### config.mk
export PLATFORM = sky130hd
export DESIGN_NAME = gamepad_change_event_encoder_top
export DESIGN_NICKNAME = d
export VERILOG_FILES = /design/src/hw/rtl/gcee_pkg.sv /design/src/hw/rtl/gcee_diff_unit.sv /design/src/hw/rtl/gamepad_change_event_encoder_top.sv
export VERILOG_INCLUDE_DIRS = /design/src /design/src/hw/rtl
export SDC_FILE = /design/constraint.sdc
export NUM_CORES = 1
export LEC_CHECK = 0
export BUFFER_PORTS_ARGS = -buffer_cell sky130_fd_sc_hd__buf_4
export CORE_MARGIN = 3
export CORE_UTILIZATION = 35
export DETAILED_ROUTE_END_ITERATION = 6
export GPL_TIMING_DRIVEN = 0
export SLEW_MARGIN = 30
export SYNTH_ARGS = -nofsm -noshare
export SYNTH_HDL_FRONTEND = slang
export SYNTH_SLANG_ARGS = --single-unit
### constraint.sdc
create_clock -name clk_i -period 29 [get_ports clk_i]
set_input_delay 1.45 -clock clk_i [delete_from_list [all_inputs] [get_ports clk_i]]
set_output_delay 1.45 -clock clk_i [all_outputs]
set_load 0.005 [all_outputs]
### src/hw/rtl/assert_macros.svh
// assertion macros shared by the rtl of the change-event encoder
// needs clk_i and rst_ni in the module that uses them
`ifndef ASSERT_MACROS_SVH
`define ASSERT_MACROS_SVH

// property checked on every rising edge outside reset
`define GCEE_ASSERT(label, prop, msg) \
  label: assert property (@(posedge clk_i) disable iff (!rst_ni) (prop)) else $error(msg);

// implication from a condition to something in the next cycle
`define GCEE_ASSERT_NEXT(label, cond, prop, msg) \
  `GCEE_ASSERT(label, (cond) |=> (prop), msg)

`endif

### src/hw/rtl/gcee_pkg.sv
// types, constants and small functions of the gamepad change-event encoder
// no dependencies; imported by every module of the block
`timescale 1ns / 1ps
`default_nettype none

package gcee_pkg;

  // button count, capped at the width of the button word
  localparam int NUM_BUTTONS = 16;
  localparam int BtnLimit    = (NUM_BUTTONS > 16) ? 16 : NUM_BUTTONS;

  // configuration register indexes
  localparam logic [1:0] CfgAxisDb = 2'd0;
  localparam logic [1:0] CfgTrigDb = 2'd1;

  localparam logic [15:0] AxisDbReset = 16'd800;
  localparam logic [7:0]  TrigDbReset = 8'd10;

  // event kinds
  localparam logic KindButton = 1'b0;
  localparam logic KindAxis   = 1'b1;

  // scan slots: buttons 0..15, axes, triggers, hat x, hat y
  localparam logic [4:0] SlotBtnFirstU = 5'd0;
  localparam logic [4:0] SlotBtnFirstS = 5'd4;
  localparam logic [4:0] SlotBtnLast   = 5'd15;
  localparam logic [4:0] SlotBtnEnd    = 5'(BtnLimit);
  localparam logic [4:0] SlotAx0       = 5'd16;
  localparam logic [4:0] SlotTrg0      = 5'd20;
  localparam logic [4:0] SlotHatX      = 5'd22;
  localparam logic [4:0] SlotHatY      = 5'd23;

  // event codes that are not derived from the slot
  localparam logic [4:0] CodeTrg0 = 5'd4;
  localparam logic [4:0] CodeHatX = 5'd16;

  // hat values and pov angles
  localparam logic [15:0] HatPos    = 16'h7FFF;
  localparam logic [15:0] HatNeg    = 16'h8001;
  localparam logic [15:0] PovCentre = 16'hFFFF;
  localparam logic [15:0] Pov45     = 16'd4500;
  localparam logic [15:0] Pov135    = 16'd13500;
  localparam logic [15:0] Pov225    = 16'd22500;
  localparam logic [15:0] Pov315    = 16'd31500;
  localparam logic [15:0] AxisBias  = 16'h8000;

  typedef enum logic [1:0] {
    ST_IDLE,
    ST_SCAN,
    ST_FLUSH
  } seq_state_e;

  // request to the shared compare unit: |op_a - op_b| > thr
  typedef struct packed {
    logic [16:0] op_a;
    logic [16:0] op_b;
    logic [15:0] thr;
  } cmp_req_t;

  // level * 32767 / 255 as level * 128 + level * 127 / 255
  function automatic logic [15:0] trig_scale(logic [7:0] lv);
    logic [15:0] y;
    logic [15:0] q;
    y = {1'b0, lv, 7'b0} - {8'b0, lv};
    q = 16'((y + {8'b0, y[15:8]} + 16'd1) >> 8);
    return {1'b0, lv, 7'b0} + q;
  endfunction

  // pov angle to {hat x, hat y}
  function automatic logic [31:0] pov_to_hat(logic [15:0] pov);
    logic [15:0] hx;
    logic [15:0] hy;
    hx = '0;
    hy = '0;
    if (pov != PovCentre) begin
      if (pov >= Pov315 || pov <= Pov45) begin
        hy = HatNeg;
      end else if (pov >= Pov135 && pov <= Pov225) begin
        hy = HatPos;
      end
      if (pov >= Pov45 && pov <= Pov135) begin
        hx = HatPos;
      end else if (pov >= Pov225 && pov <= Pov315) begin
        hx = HatNeg;
      end
    end
    return {hx, hy};
  endfunction

endpackage

`default_nettype wire

### src/hw/rtl/gcee_diff_unit.sv
// shared absolute-difference compare unit of the change-event encoder
// depends on gcee_pkg for the request struct
`timescale 1ns / 1ps
`default_nettype none

module gcee_diff_unit import gcee_pkg::*; (
  input  cmp_req_t req_i,
  output logic     hit_o
);

  logic [17:0] diff;
  logic [16:0] mag;

  // signed 17-bit operands, 18-bit difference
  assign diff = {req_i.op_a[16], req_i.op_a} - {req_i.op_b[16], req_i.op_b};

  // magnitude fits in 17 bits unsigned
  assign mag = diff[17] ? 17'(~diff + 18'd1) : diff[16:0];

  assign hit_o = mag > {1'b0, req_i.thr};

endmodule

`default_nettype wire

### src/hw/rtl/gamepad_change_event_encoder_top.sv
// top level of the gamepad change-event encoder: sample latch, scan sequencer,
// previous-value state and output register; uses gcee_pkg and gcee_diff_unit
//
//   channel | direction | handshake                   | payload
//   in      | sink      | in_valid_i / in_stall_o     | one gamepad sample
//   out     | source    | out_valid_o / out_stall_i   | one change event
//   cfg     | sink      | cfg_we_i                    | cfg_idx_i, cfg_wdata_i
//
// a sample is scanned one slot a cycle through one shared compare unit, except
// that the scan waits while a new event meets a held one and the output is
// stalled: 20 slots for a signed-style sample, 24 for an unsigned-style one,
// then the flush state releases the final event before the next request is
// taken. reset sets the previous values to their idle values and the deadbands
// to 800 and 10; no clearing pass is needed.
`timescale 1ns / 1ps
`default_nettype none
`include "assert_macros.svh"

module gamepad_change_event_encoder_top import gcee_pkg::*; (
  input  logic        clk_i,
  input  logic        rst_ni,
  // configuration
  input  logic        cfg_we_i,
  input  logic [1:0]  cfg_idx_i,
  input  logic [15:0] cfg_wdata_i,
  // sample requests
  input  logic        in_valid_i,
  output logic        in_stall_o,
  input  logic        req_type_i,
  input  logic [15:0] button_bits_i,
  input  logic [15:0] stick_lx_i,
  input  logic [15:0] stick_ly_i,
  input  logic [15:0] stick_rx_i,
  input  logic [15:0] stick_ry_i,
  input  logic [7:0]  trig_left_i,
  input  logic [7:0]  trig_right_i,
  input  logic [15:0] pov_angle_i,
  // events
  output logic        out_valid_o,
  input  logic        out_stall_i,
  output logic        event_kind_o,
  output logic [4:0]  event_code_o,
  output logic signed [15:0] event_value_o,
  output logic        last_event_o
);

  // configuration registers
  logic [15:0] axis_db_q;
  logic [7:0]  trig_db_q;

  // latched sample
  logic        smp_mode_q;
  logic [15:0] smp_btn_q;
  logic [15:0] smp_axis_q [4];
  logic [7:0]  smp_trig_q [2];
  logic [15:0] smp_pov_q;

  // previous values
  logic [15:0] prev_sbtn_q;
  logic [15:0] prev_saxes_q [4];
  logic [7:0]  prev_trig_q [2];
  logic [15:0] prev_hat_q [2];
  logic [15:0] prev_ubtn_q;
  logic [15:0] prev_uaxes_q [4];
  logic [15:0] prev_pov_q;
  logic        pov_chg_q;

  // sequencer
  seq_state_e  state_q, state_d;
  logic [4:0]  slot_q, slot_d;

  // held event, waiting to learn whether it is the last one
  logic        hold_vld_q;
  logic        hold_kind_q;
  logic [4:0]  hold_code_q;
  logic [15:0] hold_val_q;

  // output register
  logic        out_vld_q;
  logic        out_kind_q;
  logic [4:0]  out_code_q;
  logic [15:0] out_val_q;
  logic        out_last_q;

  // slot evaluation
  cmp_req_t    req;
  logic        unit_hit;
  logic        slot_en;
  logic        use_flag;
  logic        hit;
  logic        ev_kind;
  logic [4:0]  ev_code;
  logic [15:0] ev_val;
  logic [1:0]  ax_idx;
  logic        trg_idx;
  logic        hat_y;
  logic [15:0] raw_ax;
  logic [15:0] sv_ax;
  logic [15:0] dpad_hx;
  logic [15:0] dpad_hy;
  logic [31:0] pov_hat;
  logic [15:0] hat_cand;

  // handshake and control
  logic        out_free;
  logic        accept;
  logic        step;
  logic        push;
  logic        push_last;

  assign ax_idx  = slot_q[1:0];
  assign trg_idx = slot_q[0];
  assign hat_y   = slot_q[0];
  assign raw_ax  = smp_axis_q[ax_idx];
  assign sv_ax   = ax_idx[0] ? 16'(~raw_ax + 16'd1) : raw_ax;
  assign pov_hat = pov_to_hat(smp_pov_q);

  // d-pad to hat, down over up and right over left
  always_comb begin
    dpad_hx = '0;
    dpad_hy = '0;
    if (smp_btn_q[0]) dpad_hy = HatNeg;
    if (smp_btn_q[1]) dpad_hy = HatPos;
    if (smp_btn_q[2]) dpad_hx = HatNeg;
    if (smp_btn_q[3]) dpad_hx = HatPos;
  end

  assign hat_cand = smp_mode_q ? (hat_y ? pov_hat[15:0] : pov_hat[31:16])
                               : (hat_y ? dpad_hy : dpad_hx);

  // operands and event fields of the current slot
  always_comb begin
    req      = '0;
    slot_en  = 1'b1;
    use_flag = 1'b0;
    ev_kind  = KindAxis;
    ev_code  = '0;
    ev_val   = '0;
    if (slot_q < SlotAx0) begin
      slot_en  = slot_q < SlotBtnEnd;
      req.op_a = {16'b0, smp_btn_q[slot_q[3:0]]};
      req.op_b = {16'b0, smp_mode_q ? prev_ubtn_q[slot_q[3:0]]
                                    : prev_sbtn_q[slot_q[3:0]]};
      ev_kind  = KindButton;
      ev_code  = slot_q;
      ev_val   = {15'b0, smp_btn_q[slot_q[3:0]]};
    end else if (slot_q < SlotTrg0) begin
      req.thr = axis_db_q;
      ev_code = slot_q - SlotAx0;
      if (smp_mode_q) begin
        req.op_a = {1'b0, raw_ax};
        req.op_b = {1'b0, prev_uaxes_q[ax_idx]};
        ev_val   = raw_ax ^ AxisBias;
      end else begin
        req.op_a = {sv_ax[15], sv_ax};
        req.op_b = {prev_saxes_q[ax_idx][15], prev_saxes_q[ax_idx]};
        ev_val   = sv_ax;
      end
    end else if (slot_q < SlotHatX) begin
      slot_en  = !smp_mode_q;
      req.op_a = {9'b0, smp_trig_q[trg_idx]};
      req.op_b = {9'b0, prev_trig_q[trg_idx]};
      req.thr  = {8'b0, trig_db_q};
      ev_code  = CodeTrg0 + {4'b0, trg_idx};
      ev_val   = trig_scale(smp_trig_q[trg_idx]);
    end else begin
      ev_code = CodeHatX + {4'b0, hat_y};
      ev_val  = hat_cand;
      if (smp_mode_q) begin
        use_flag = hat_y;
        req.op_a = {1'b0, smp_pov_q};
        req.op_b = {1'b0, prev_pov_q};
      end else begin
        req.op_a = {hat_cand[15], hat_cand};
        req.op_b = {prev_hat_q[hat_y][15], prev_hat_q[hat_y]};
      end
    end
  end

  gcee_diff_unit u_diff (
    .req_i (req),
    .hit_o (unit_hit)
  );

  assign hit = slot_en && (use_flag ? pov_chg_q : unit_hit);

  // sequencer next state and strobes
  always_comb begin
    state_d   = state_q;
    slot_d    = slot_q;
    accept    = 1'b0;
    step      = 1'b0;
    push      = 1'b0;
    push_last = 1'b0;
    case (state_q)
      ST_IDLE: begin
        if (in_valid_i) begin
          accept  = 1'b1;
          slot_d  = req_type_i ? SlotBtnFirstU : SlotBtnFirstS;
          state_d = ST_SCAN;
        end
      end
      ST_SCAN: begin
        if (!(hit && hold_vld_q && !out_free)) begin
          step = 1'b1;
          push = hit && hold_vld_q;
          if (slot_q == SlotHatY) begin
            state_d = ST_FLUSH;
          end else begin
            slot_d = slot_q + 5'd1;
          end
        end
      end
      ST_FLUSH: begin
        if (!hold_vld_q) begin
          state_d = ST_IDLE;
        end else if (out_free) begin
          push      = 1'b1;
          push_last = 1'b1;
          state_d   = ST_IDLE;
        end
      end
      default: begin
        state_d = ST_IDLE;
      end
    endcase
  end

  assign out_free   = !out_vld_q || !out_stall_i;
  assign in_stall_o = state_q != ST_IDLE;

  // state and slot registers
  always_ff @(posedge clk_i or negedge rst_ni) begin
    if (!rst_ni) begin
      state_q <= ST_IDLE;
      slot_q  <= '0;
    end else begin
      state_q <= state_d;
      slot_q  <= slot_d;
    end
  end

  // configuration writes
  always_ff @(posedge clk_i or negedge rst_ni) begin
    if (!rst_ni) begin
      axis_db_q <= AxisDbReset;
      trig_db_q <= TrigDbReset;
    end else if (cfg_we_i) begin
      case (cfg_idx_i)
        CfgAxisDb: axis_db_q <= cfg_wdata_i;
        CfgTrigDb: trig_db_q <= cfg_wdata_i[7:0];
        default: ;
      endcase
    end
  end

  // sample latch
  always_ff @(posedge clk_i) begin
    if (accept) begin
      smp_mode_q    <= req_type_i;
      smp_btn_q     <= button_bits_i;
      smp_axis_q[0] <= stick_lx_i;
      smp_axis_q[1] <= stick_ly_i;
      smp_axis_q[2] <= stick_rx_i;
      smp_axis_q[3] <= stick_ry_i;
      smp_trig_q[0] <= trig_left_i;
      smp_trig_q[1] <= trig_right_i;
      smp_pov_q     <= pov_angle_i;
    end
  end

  // previous values, written as each slot completes
  always_ff @(posedge clk_i or negedge rst_ni) begin
    if (!rst_ni) begin
      prev_sbtn_q  <= '0;
      prev_ubtn_q  <= '0;
      prev_pov_q   <= PovCentre;
      pov_chg_q    <= 1'b0;
      for (int i = 0; i < 4; i++) begin
        prev_saxes_q[i] <= '0;
        prev_uaxes_q[i] <= AxisBias;
      end
      for (int i = 0; i < 2; i++) begin
        prev_trig_q[i] <= '0;
        prev_hat_q[i]  <= '0;
      end
    end else if (step) begin
      if (slot_q == SlotBtnLast) begin
        if (smp_mode_q) begin
          prev_ubtn_q <= smp_btn_q;
        end else begin
          prev_sbtn_q <= smp_btn_q;
        end
      end
      if (slot_q >= SlotAx0 && slot_q < SlotTrg0 && hit) begin
        if (smp_mode_q) begin
          prev_uaxes_q[ax_idx] <= raw_ax;
        end else begin
          prev_saxes_q[ax_idx] <= sv_ax;
        end
      end
      if (slot_q >= SlotTrg0 && slot_q < SlotHatX && hit) begin
        prev_trig_q[trg_idx] <= smp_trig_q[trg_idx];
      end
      if (slot_q >= SlotHatX && hit && !smp_mode_q) begin
        prev_hat_q[hat_y] <= hat_cand;
      end
      if (slot_q == SlotHatX && smp_mode_q) begin
        pov_chg_q <= hit;
        if (hit) begin
          prev_pov_q <= smp_pov_q;
        end
      end
    end
  end

  // held event
  always_ff @(posedge clk_i or negedge rst_ni) begin
    if (!rst_ni) begin
      hold_vld_q <= 1'b0;
    end else if (step && hit) begin
      hold_vld_q <= 1'b1;
    end else if (push) begin
      hold_vld_q <= 1'b0;
    end
  end

  always_ff @(posedge clk_i) begin
    if (step && hit) begin
      hold_kind_q <= ev_kind;
      hold_code_q <= ev_code;
      hold_val_q  <= ev_val;
    end
  end

  // output register
  always_ff @(posedge clk_i or negedge rst_ni) begin
    if (!rst_ni) begin
      out_vld_q <= 1'b0;
    end else if (push) begin
      out_vld_q <= 1'b1;
    end else if (!out_stall_i) begin
      out_vld_q <= 1'b0;
    end
  end

  always_ff @(posedge clk_i) begin
    if (push) begin
      out_kind_q <= hold_kind_q;
      out_code_q <= hold_code_q;
      out_val_q  <= hold_val_q;
      out_last_q <= push_last;
    end
  end

  assign out_valid_o   = out_vld_q;
  assign event_kind_o  = out_kind_q;
  assign event_code_o  = out_code_q;
  assign event_value_o = $signed(out_val_q);
  assign last_event_o  = out_last_q;

  // checks
  `GCEE_ASSERT(a_idle_no_hold, (state_q == ST_IDLE) |-> !hold_vld_q, "event held while idle")
  `GCEE_ASSERT(a_slot_range, (state_q == ST_SCAN) |-> (slot_q <= SlotHatY), "scan slot out of range")
  `GCEE_ASSERT_NEXT(a_flush_last, (state_q == ST_FLUSH) && hold_vld_q && out_free,
                    out_vld_q && out_last_q && (state_q == ST_IDLE), "final event not released")
  `GCEE_ASSERT(a_push_room, push |-> out_free, "event pushed over a stalled output")

endmodule

`default_nettype wire

==> results of run 1 <==
## per-stage QoR
stage / hold slack, ns / instance area (um2) / cells
4_1_cts: 0.3981 / 24560 / 2588
5_1_grt: 0.4167 / 24570 / 2588
2_1_floorplan: 0.4003 / 20590 / 1576
3_3_place_gp: 0.4052 / 22750 / 2501
6_report: 0.4085 / 24570 / 2588
3_5_place_dp: 0.4072 / 22930 / 2508
## routing by layer
layer  track usage, %  vias up  part of all wire, %  wire length, um
met2            29.25      452                   46            26600
met4            6.720        0                  3.4             1953
li1                 -     6367                    -                -
met3            2.793      119                  5.7             3265
met1            25.40     7126                   45            25860
met5                0        -                    0                0
## final timing paths
path / from / endpoint / slack (ns) / cells past startpoint
max reg2reg: slot_q[0]$_DFFE_PN0P_ / prev_ubtn_q[10]$_DFFE_PN0P_ / 16.91 / 35
min: hold_val_q[14]$_SDFFCE_PN0P_ / event_value_o[14]$_DFFE_PP_ / 0.41 / 0
min in group asynchronous: rst_ni / axis_db_q[12]$_DFFE_PN0P_ / 0.69 / 1
min reg2reg: hold_val_q[14]$_SDFFCE_PN0P_ / event_value_o[14]$_DFFE_PP_ / 0.41 / 0
max: slot_q[0]$_DFFE_PN0P_ / prev_ubtn_q[10]$_DFFE_PN0P_ / 16.91 / 35
max in group asynchronous: rst_ni / prev_uaxes_q[63]$_DFFE_PN1P_ / 27.25 / 3
## power groups by stage
stage / registers, uW / clock network [uW] / logic [uW]
after floorplan: 762 / 0 / 833
after global placement: 783 / 0 / 1190
after detailed placement: 773 / 0 / 1250
after CTS: 763 / 641 / 1260
after global routing: 772 / 664 / 1360
final: 763 / 625 / 1250
## worst register-to-register path: cells and delay by family (launching register included)
| kind | cells | cell delay [ns] |
|---|---|---|
| buffers and inverters | 11 | 5.16 |
| AOI/OAI and AO/OA | 12 | 3.44 |
| and+or+nand+nor | 7 | 1.38 |
| muxes | 2 | 0.75 |
| adders and majority gates | 2 | 0.66 |
| DFF | 1 | 0.43 |
| xor gates and xnor gates | 1 | 0.15 |
## sequential cells by signal (all words and copies together) (netlist names), 2 cells and up
register,cells
hold_code_q,5
event_value_o,16
prev_saxes_q,64
trig_db_q,8
state_q,2
smp_pov_q,16
smp_axis_q,64
prev_pov_q,16
event_code_o,5
smp_btn_q,16
hold_val_q,16
smp_trig_q,16
prev_uaxes_q,64
prev_sbtn_q,16
prev_ubtn_q,16
prev_trig_q,16
slot_q,5
axis_db_q,16
prev_hat_q,6
## cell type report
class	count	area share (%)
Buffer	89	2.047
Clock buffer	56	4.874
Clock inverter	24	1.752
Inverter	29	0.4736
Multi-Input combinational cell	1068	38.34
Sequential cell	390	43.07
Tap cell	765	3.896
Timing Repair Buffer	167	5.541
## Yosys cell counts, types with 11 or more instances
master	n	area (um2)
nand2b_1	20	125.1
mux2_4	60	900.9
ha_1	54	675.7
o211ai_1	11	82.58
a21o_1	16	120.1
dfrtp_1	207	5180
mux4_2	63	1419
edfxtp_1	158	4745
nor3_1	24	120.1
or3_1	23	143.9
dfstp_2	25	656.9
mux2i_1	25	250.2
a21oi_1	50	250.2
nand2_1	108	405.4
xnor2_1	45	394.1
mux2_2	165	1858
and3_1	14	87.58
a211oi_1	17	127.6
inv_1	27	101.4
clkbuf_1	48	180.2
nand4_1	11	68.82
o21ai_0	71	355.3
nand3_1	23	115.1
nor2_1	87	326.6
xor2_1	17	148.9
buf_2	21	105.1
## layout by cell type (no fill, tap or decap), types with 7 or more instances in the layout
cell type / synthesis / layout
a211oi_1: 17 / 16
a21o_1: 16 / 16
a21oi_1: 50 / 50
a22oi_1: 8 / 8
a31oi_1: 9 / 9
a32o_1: 7 / 7
and2_1: 7 / 7
and3_1: 14 / 14
buf_2: 21 / 22
buf_4: 0 / 161
buf_6: 10 / 10
bufinv_16: 0 / 11
clkbuf_1: 48 / 55
clkbuf_16: 0 / 45
dfrtp_1: 207 / 207
dfstp_2: 25 / 25
edfxtp_1: 158 / 158
ha_1: 54 / 54
inv_1: 27 / 26
mux2_2: 165 / 165
mux2_4: 60 / 60
mux2i_1: 25 / 25
mux4_2: 63 / 63
nand2_1: 108 / 108
nand2b_1: 20 / 20
nand3_1: 23 / 23
nand4_1: 11 / 11
nor2_1: 87 / 86
nor2b_1: 9 / 9
nor3_1: 24 / 24
o211ai_1: 11 / 11
o21ai_0: 71 / 71
o22ai_1: 7 / 7
o31ai_1: 9 / 9
or2_2: 10 / 10
or3_1: 23 / 23
xnor2_1: 45 / 45
xor2_1: 17 / 17
## cells by family after synthesis
family                     Yosys count
xor gates and xnor gates            62
muxes                              313
AOI/OAI and AO/OA                  260
adders and majority gates           55
buffers and inverters              118
and+or+nand+nor                    378
DFF                                390
==> metrics.md, run 1 <==
| Metric | Value |
|---|---|
| Initial Util | between 30 and 40% |
| Dpl hpwl | ~43000 um |
| RSZ-0062 raised after global routing | false |
| EDFF count, synth | 158 |
| Worst-path fanout max | 10 |
| Die Y | between 200 and 250 um |
| PostCTS Resize Cnt | 0 |
| CP startpoint kind | register |
| Async SR Flop Fraction | between 50% and 60% |
| Mapped Cells | 1576 |
| Delay-heaviest family, CP | buffers and inverters |
| H-Tree Level Count | 2 |
| Post-layout net count | roughly 2000 |
| Synth Area in Simple Gates | about a tenth |
| Chip Width | 248.5 um |
| Routed vias/inst | 5.434 |
| Run status | finished, final reports clean |
| Congestion Overflow GR | 0 |
| Clock share of power | a little under a quarter |
| Synth cell types | between 80 and 90 |
| Root buf cell | clkbuf_16 |
| Final setup viols | 0 |
| Sw Ratio | ~40% |
| Drc violations | 0 |
| Num Clock Sinks | a little under 400 |
| Final worst slack | between 15 and 20 ns |
| Main combinational cell family by area after synthesis | multiplexers |
| Compound-Gate Fraction of Synth Area | approximately 8.6% |
| Switching pwr | roughly 1100 uW |
| Final worst-path cycle share | a little over two fifths |
| Mux contribution to synthesized area | a little over a fifth |
| Setup CP Type | register to register |
| Avg Cell Area, Syn | 13.06 um2 |
| Power consumption | between 2000 and 3000 uW |
| I/O pin cnt | 161 |
| CTS Hold Bufs | 0 |
| Setup bufs post-CTS | 0 |
| Final ANT Viol Nets | 0 |
| I/O Buffers | 160 |
| GPL Wtd Cong | 0.9055 |
| Fin crit period | 12.09 ns |
| Area used by multi-input combinational logic | 9420 um2 |
| First-pass GRT wire length | ~90000 um |
| Num CTS Buffers | 43 |
| Ys Warns | 0 |
| Later-pin clock latency in the skew report | ~0.59 ns |
| Critical-path top delay cell | buf_1 |
| Max-slew violations | 0 |
| Reg area | about 11000 um2 |
| Most used cell along the critical path | buf_2 |
| Min-Delay Path Class | register to register |
| Routed WL per cell | about 22 um |
| CTS tree | built |
| Synth Flop Type | dfrtp_1 |
| Final hold vios | 0 |
| Filler instances | approximately 5300 |
| Seq/Total Area, Yosys | 51.40% |
| 1st-iter DRT viols | between 800 and 900 |
| Slew HR | a little over a third |
| Antenna cells | 0 |
| Vias | around 14000 |
| Largest net degree at the start of global routing | 90 |
| Setup Skew | 0.02214 ns |
| Final core occ | 42.42% |
| Drt total wl | between 50000 and 60000 um |
| Netlist Area Pre-Place | approximately 20000 um2 |
| DR pass1 iterations | 5 |
| Total GRT Usage | between 15 and 20% |
| Max-cap viol count | 0 |
| LEAKAGE | 0.01048 uW |
| CP Capture Type | register |
| Power per cell area | ~110 nW/um2 |
| Vias in the first global route | 14570 |
| FMAX | 82.70 MHz |
| Die area | 61770 um2 |
| Total Neg Setup Slack | 0 ns |
| Flop pwr share | around 29% |
| Pint | 1577 uW |
| Max IR drop VDD | approximately 120 uV |
| XOR/XNOR Fraction of Synth Area | ~2.6% |
| Initial antenna violation count | 0 |
| Crit path buf inv count | 11 |
| CP Data Required Time | between 20 and 30 ns |
| Core box area | 57920 um2 |
| Adder-Cell Fraction of Synth Area | under 10% |
| Clock-pin slew on the worst setup and hold paths | about 0.060 ns |
| Logic pwr share | between 40% and 50% |
| Layout overhead on the synthesized area | 19.33% |
| Critical Path AT | between 10 and 15 ns |
| Place WS | about 17 ns |
| #FFs+latches synth | 390 |
| Syn_nets | between 1500 and 2000 |
| Fraction of layout cells with a size suffix above 1 | between 30% and 40% |
| Worst path max stage delay | 0.74 ns |
| Clock buffer depth | 3 |
| Placement Rows | 88 |
| Actual slew at the worst max-slew pin | ~0.97 ns |
No activity file was read; power rests on OpenSTA's default activity.
==> run 2: changes to the inputs <==
--- a/config.mk
+++ b/config.mk
@@ -6,6 +6,7 @@
 export SDC_FILE = /design/constraint.sdc
 export NUM_CORES = 1
 export LEC_CHECK = 0
+export ABC_AREA = 1
 export BUFFER_PORTS_ARGS = -buffer_cell sky130_fd_sc_hd__buf_4
 export CORE_MARGIN = 3
 export CORE_UTILIZATION = 35
==> constraint.sdc (replaced) <==
create_clock -name clk_i -period 12.67 [get_ports clk_i]
set_input_delay 0.6335 -clock clk_i [delete_from_list [all_inputs] [get_ports clk_i]]
set_output_delay 0.6335 -clock clk_i [all_outputs]
set_load 0.005 [all_outputs]
==> metrics.md, run 2 <==
| Metric | Value |
|---|---|
| Flop pwr share | between 20 and 30% |
| Critical-path top delay cell | inv_1 |
| Die Y | between 200 and 300 um |
| Clock share of power | roughly a quarter |
| Avg Cell Area, Syn | about 8.3 um2 |
| Post-layout net count | between 2000 and 3000 |
| RSZ-0062 raised after global routing | false |
| Setup bufs post-CTS | 0 |
| Core box area | approximately 60000 um2 |
| Initial Util | roughly 36% |
| Dpl hpwl | 58430 um |
| First-pass GRT wire length | 113700 um |
| Root buf cell | clkbuf_16 |
| Initial antenna violation count | 1 |
| Seq/Total Area, Yosys | between 50 and 60% |
| Actual slew at the worst max-slew pin | between 1 and 1.5 ns |
| Congestion Overflow GR | 0 |
| Switching pwr | approximately 2500 uW |
| Main combinational cell family by area after synthesis | simple AND/OR/NAND/NOR gates |
| GPL Wtd Cong | about 1 |
| DR pass1 iterations | 5 |
| Max-slew violations | 0 |
| Busiest grt layer | met2 |
| Total Neg Setup Slack | 0 ns |
| Min-Delay Path Class | input pin to async pin |
| Drt total wl | 76290 um |
| Commonest non-fill, non-tap cell in the layout | nand2_1 |
| Clock buffer depth | 3 |
| Final setup viols | 0 |
| Final ANT Viol Nets | 0 |
| Num CTS Buffers | 44 |
| Fin crit period | 10.01 ns |
| Max-cap viol count | 0 |
| Clock-pin slew on the worst setup and hold paths | 0.07 ns |
| Later-pin clock latency in the skew report | 0.59 ns |
| Setup Skew | ~0.027 ns |
| Final worst-path cycle share | around four fifths |
| Worst path max stage delay | 0.69 ns |
| Filler instances | a little under 6000 |
| Routed WL per cell | roughly 21 um |
| Final hold vios | 0 |
| Met2 Use GR | between 30 and 40% |
| #FFs+latches synth | 390 |
| LEAKAGE | 0.01183 uW |
| EDFF count, synth | 158 |
| PostCTS Resize Cnt | 0 |
| CTS tree | built |
| Drc violations | 0 |
| Synth Flop Type | dfrtp_1 |
| Layout overhead on the synthesized area | 18.18% |
| Compound-Gate Fraction of Synth Area | roughly an eighth |
| Fraction of layout cells with a size suffix above 1 | approximately 13% |
| Syn_nets | 2734 |
| Async SR Flop Fraction | slightly below 60% |
| Setup CP Type | register to register |
| CTS Hold Bufs | 0 |
| Post-synth top area share | between 20% and 30% |
| Num Clock Sinks | 390 |
| Final worst slack | 2.661 ns |
| GR Util met3 | between 5 and 6% |
| Worst-path fanout max | 23 |
| Biggest area consumer among synthesized cells | dfrtp_1 |
| Run status | finished, final reports clean |
| Power per cell area | approximately 220 nW/um2 |
| Largest net degree at the start of global routing | between 90 and 100 |
| Max IR drop VDD | about 130 uV |
| Synth cell types | 54 |
| Most used cell along the critical path | nand2_1 |
| 1st-iter DRT viols | 1990 |
| Adder-Cell Fraction of Synth Area | 3.305% |
| Routed vias/inst | roughly 5.3 |
| Logic pwr share | ~46% |
| I/O Buffers | 160 |
| XOR/XNOR Fraction of Synth Area | between 1.5 and 2% |
| Largest regs | prev_saxes_q x64, prev_uaxes_q x64, smp_axis_q x64 |
| Critical Path AT | between 10 and 15 ns |
| Sw Ratio | roughly 45% |
| CP Data Required Time | 13.16 ns |
| FMAX | around 100 MHz |
| Mux contribution to synthesized area | 0.4280% |
| Mapped Cells | between 2000 and 3000 |
| Chip Width | ~250 um |
| Placement Rows | 89 |
| Most frequent cells in the layout | 846 x nand2_1, 207 x inv_1, 207 x dfrtp_1, 206 x nand3_1, 165 x buf_4 |
| Place WS | 2.831 ns |
| Die area | roughly 63000 um2 |
| Min Hold Slack | 0.04052 ns |
| CP Capture Type | register |
| Antenna cells | 0 |
| Ys Warns | 0 |
| Slew HR | between 30% and 40% |
| Vias | between 15000 and 20000 |
| Met1 usage | roughly a third |
| Synth Area in Simple Gates | roughly 25% |
| Pint | 3003 uW |
| I/O pin cnt | 161 |
| Netlist Area Pre-Place | ~21000 um2 |
| Total GRT Usage | between 20% and 30% |
| H-Tree Level Count | 2 |
| Vias in the first global route | 18220 |
| Synth top area cells | dfrtp_1 25%, edfxtp_1 23%, nand2_1 15% |
| Top post-synthesis cells by count | 846 x nand2_1, 208 x inv_1, 207 x dfrtp_1 |
| CP startpoint kind | register |
| Top-count cell post-synth | nand2_1 |
## run 2: cell types whose count changed after synthesis, moves of 63 or more
cell     before  now
nand3_1      23  206
nand2_1     108  846
a21oi_1      50  154
o21ai_0      71  158
inv_1        27  208
mux4_2       63    0
mux2_2      165    8
## run 2: area by class of cell
| cell class | count | area [um2] | share of cell area, % |
|---|---|---|---|
| Inverter | 216 | 818.3 | 3.290 |
| Clock inverter | 27 | 324.1 | 1.303 |
| Tap cell | 773 | 967.2 | 3.888 |
| Sequential cell | 390 | 10580 | 42.54 |
| Buffer | 133 | 661.9 | 2.661 |
| Clock buffer | 55 | 1194 | 4.799 |
| Multi-Input combinational cell | 1804 | 9000 | 36.18 |
| Timing Repair Buffer | 166 | 1329 | 5.342 |
## run 2: cell families after synthesis
logic type | after synthesis
flip-flops | 390
XOR/XNOR | 42
multiplexers | 8
AO/OA/AOI/OAI | 447
adder cells (fa/ha/maj) | 55
AND/OR/NAND/NOR | 1252
buffers and inverters | 349
## run 2: power groups by stage
stage	registers (uW)	clock network (uW)	logic, uW
floorplan	1630	0	1510
global placement	1670	0	2400
detailed placement	1660	0	2450
CTS	1630	1370	2450
global route	1650	1420	2730
finish	1630	1330	2490
## run 2: final timing paths
path | from | to | slack, ns | cells after the start
min | rst_ni | axis_db_q[13]$_DFFE_PN0P_ | 0.04 | 2
max | slot_q[1]$_DFFE_PN0P_ | prev_pov_q[4]$_DFFE_PN1P_ | 2.66 | 45
min reg2reg | hold_val_q[15]$_SDFFCE_PN0P_ | event_value_o[15]$_DFFE_PP_ | 0.42 | 0
max reg2reg | slot_q[1]$_DFFE_PN0P_ | prev_pov_q[4]$_DFFE_PN1P_ | 2.66 | 45
max in group asynchronous | rst_ni | prev_uaxes_q[47]$_DFFE_PN1P_ | 11.87 | 3
min in group clk_i | button_bits_i[10] | smp_btn_q[10]$_DFFE_PP_ | 0.22 | 1
## run 2: layer usage
metal,routed length (um),share of wire [%]
met5,12,0.016
met4,3052,4.0
met3,6711,8.8
met2,33240,44
met1,33270,44
## run 2: per-stage QoR
step	instance area (um2)	power (uW)	instances	util [%]
floorplan	21050	3143	2543	-
global placement	23220	4072	3476	39.19
detailed placement	23350	4102	3481	39.41
CTS	24860	5455	3563	41.97
global route	24880	5798	3564	41.99
finish	24880	5454	3564	41.99
## run 2: critical path: cells and delay by family (launching register included)
family	cells	cell delay [ns]
xor gates and xnor gates	1	0.19
AOI/OAI and AO/OA	8	1.78
and+or+nand+nor	22	2.30
adders and majority gates	2	0.80
buffers and inverters	12	4.43
DFF	1	0.40
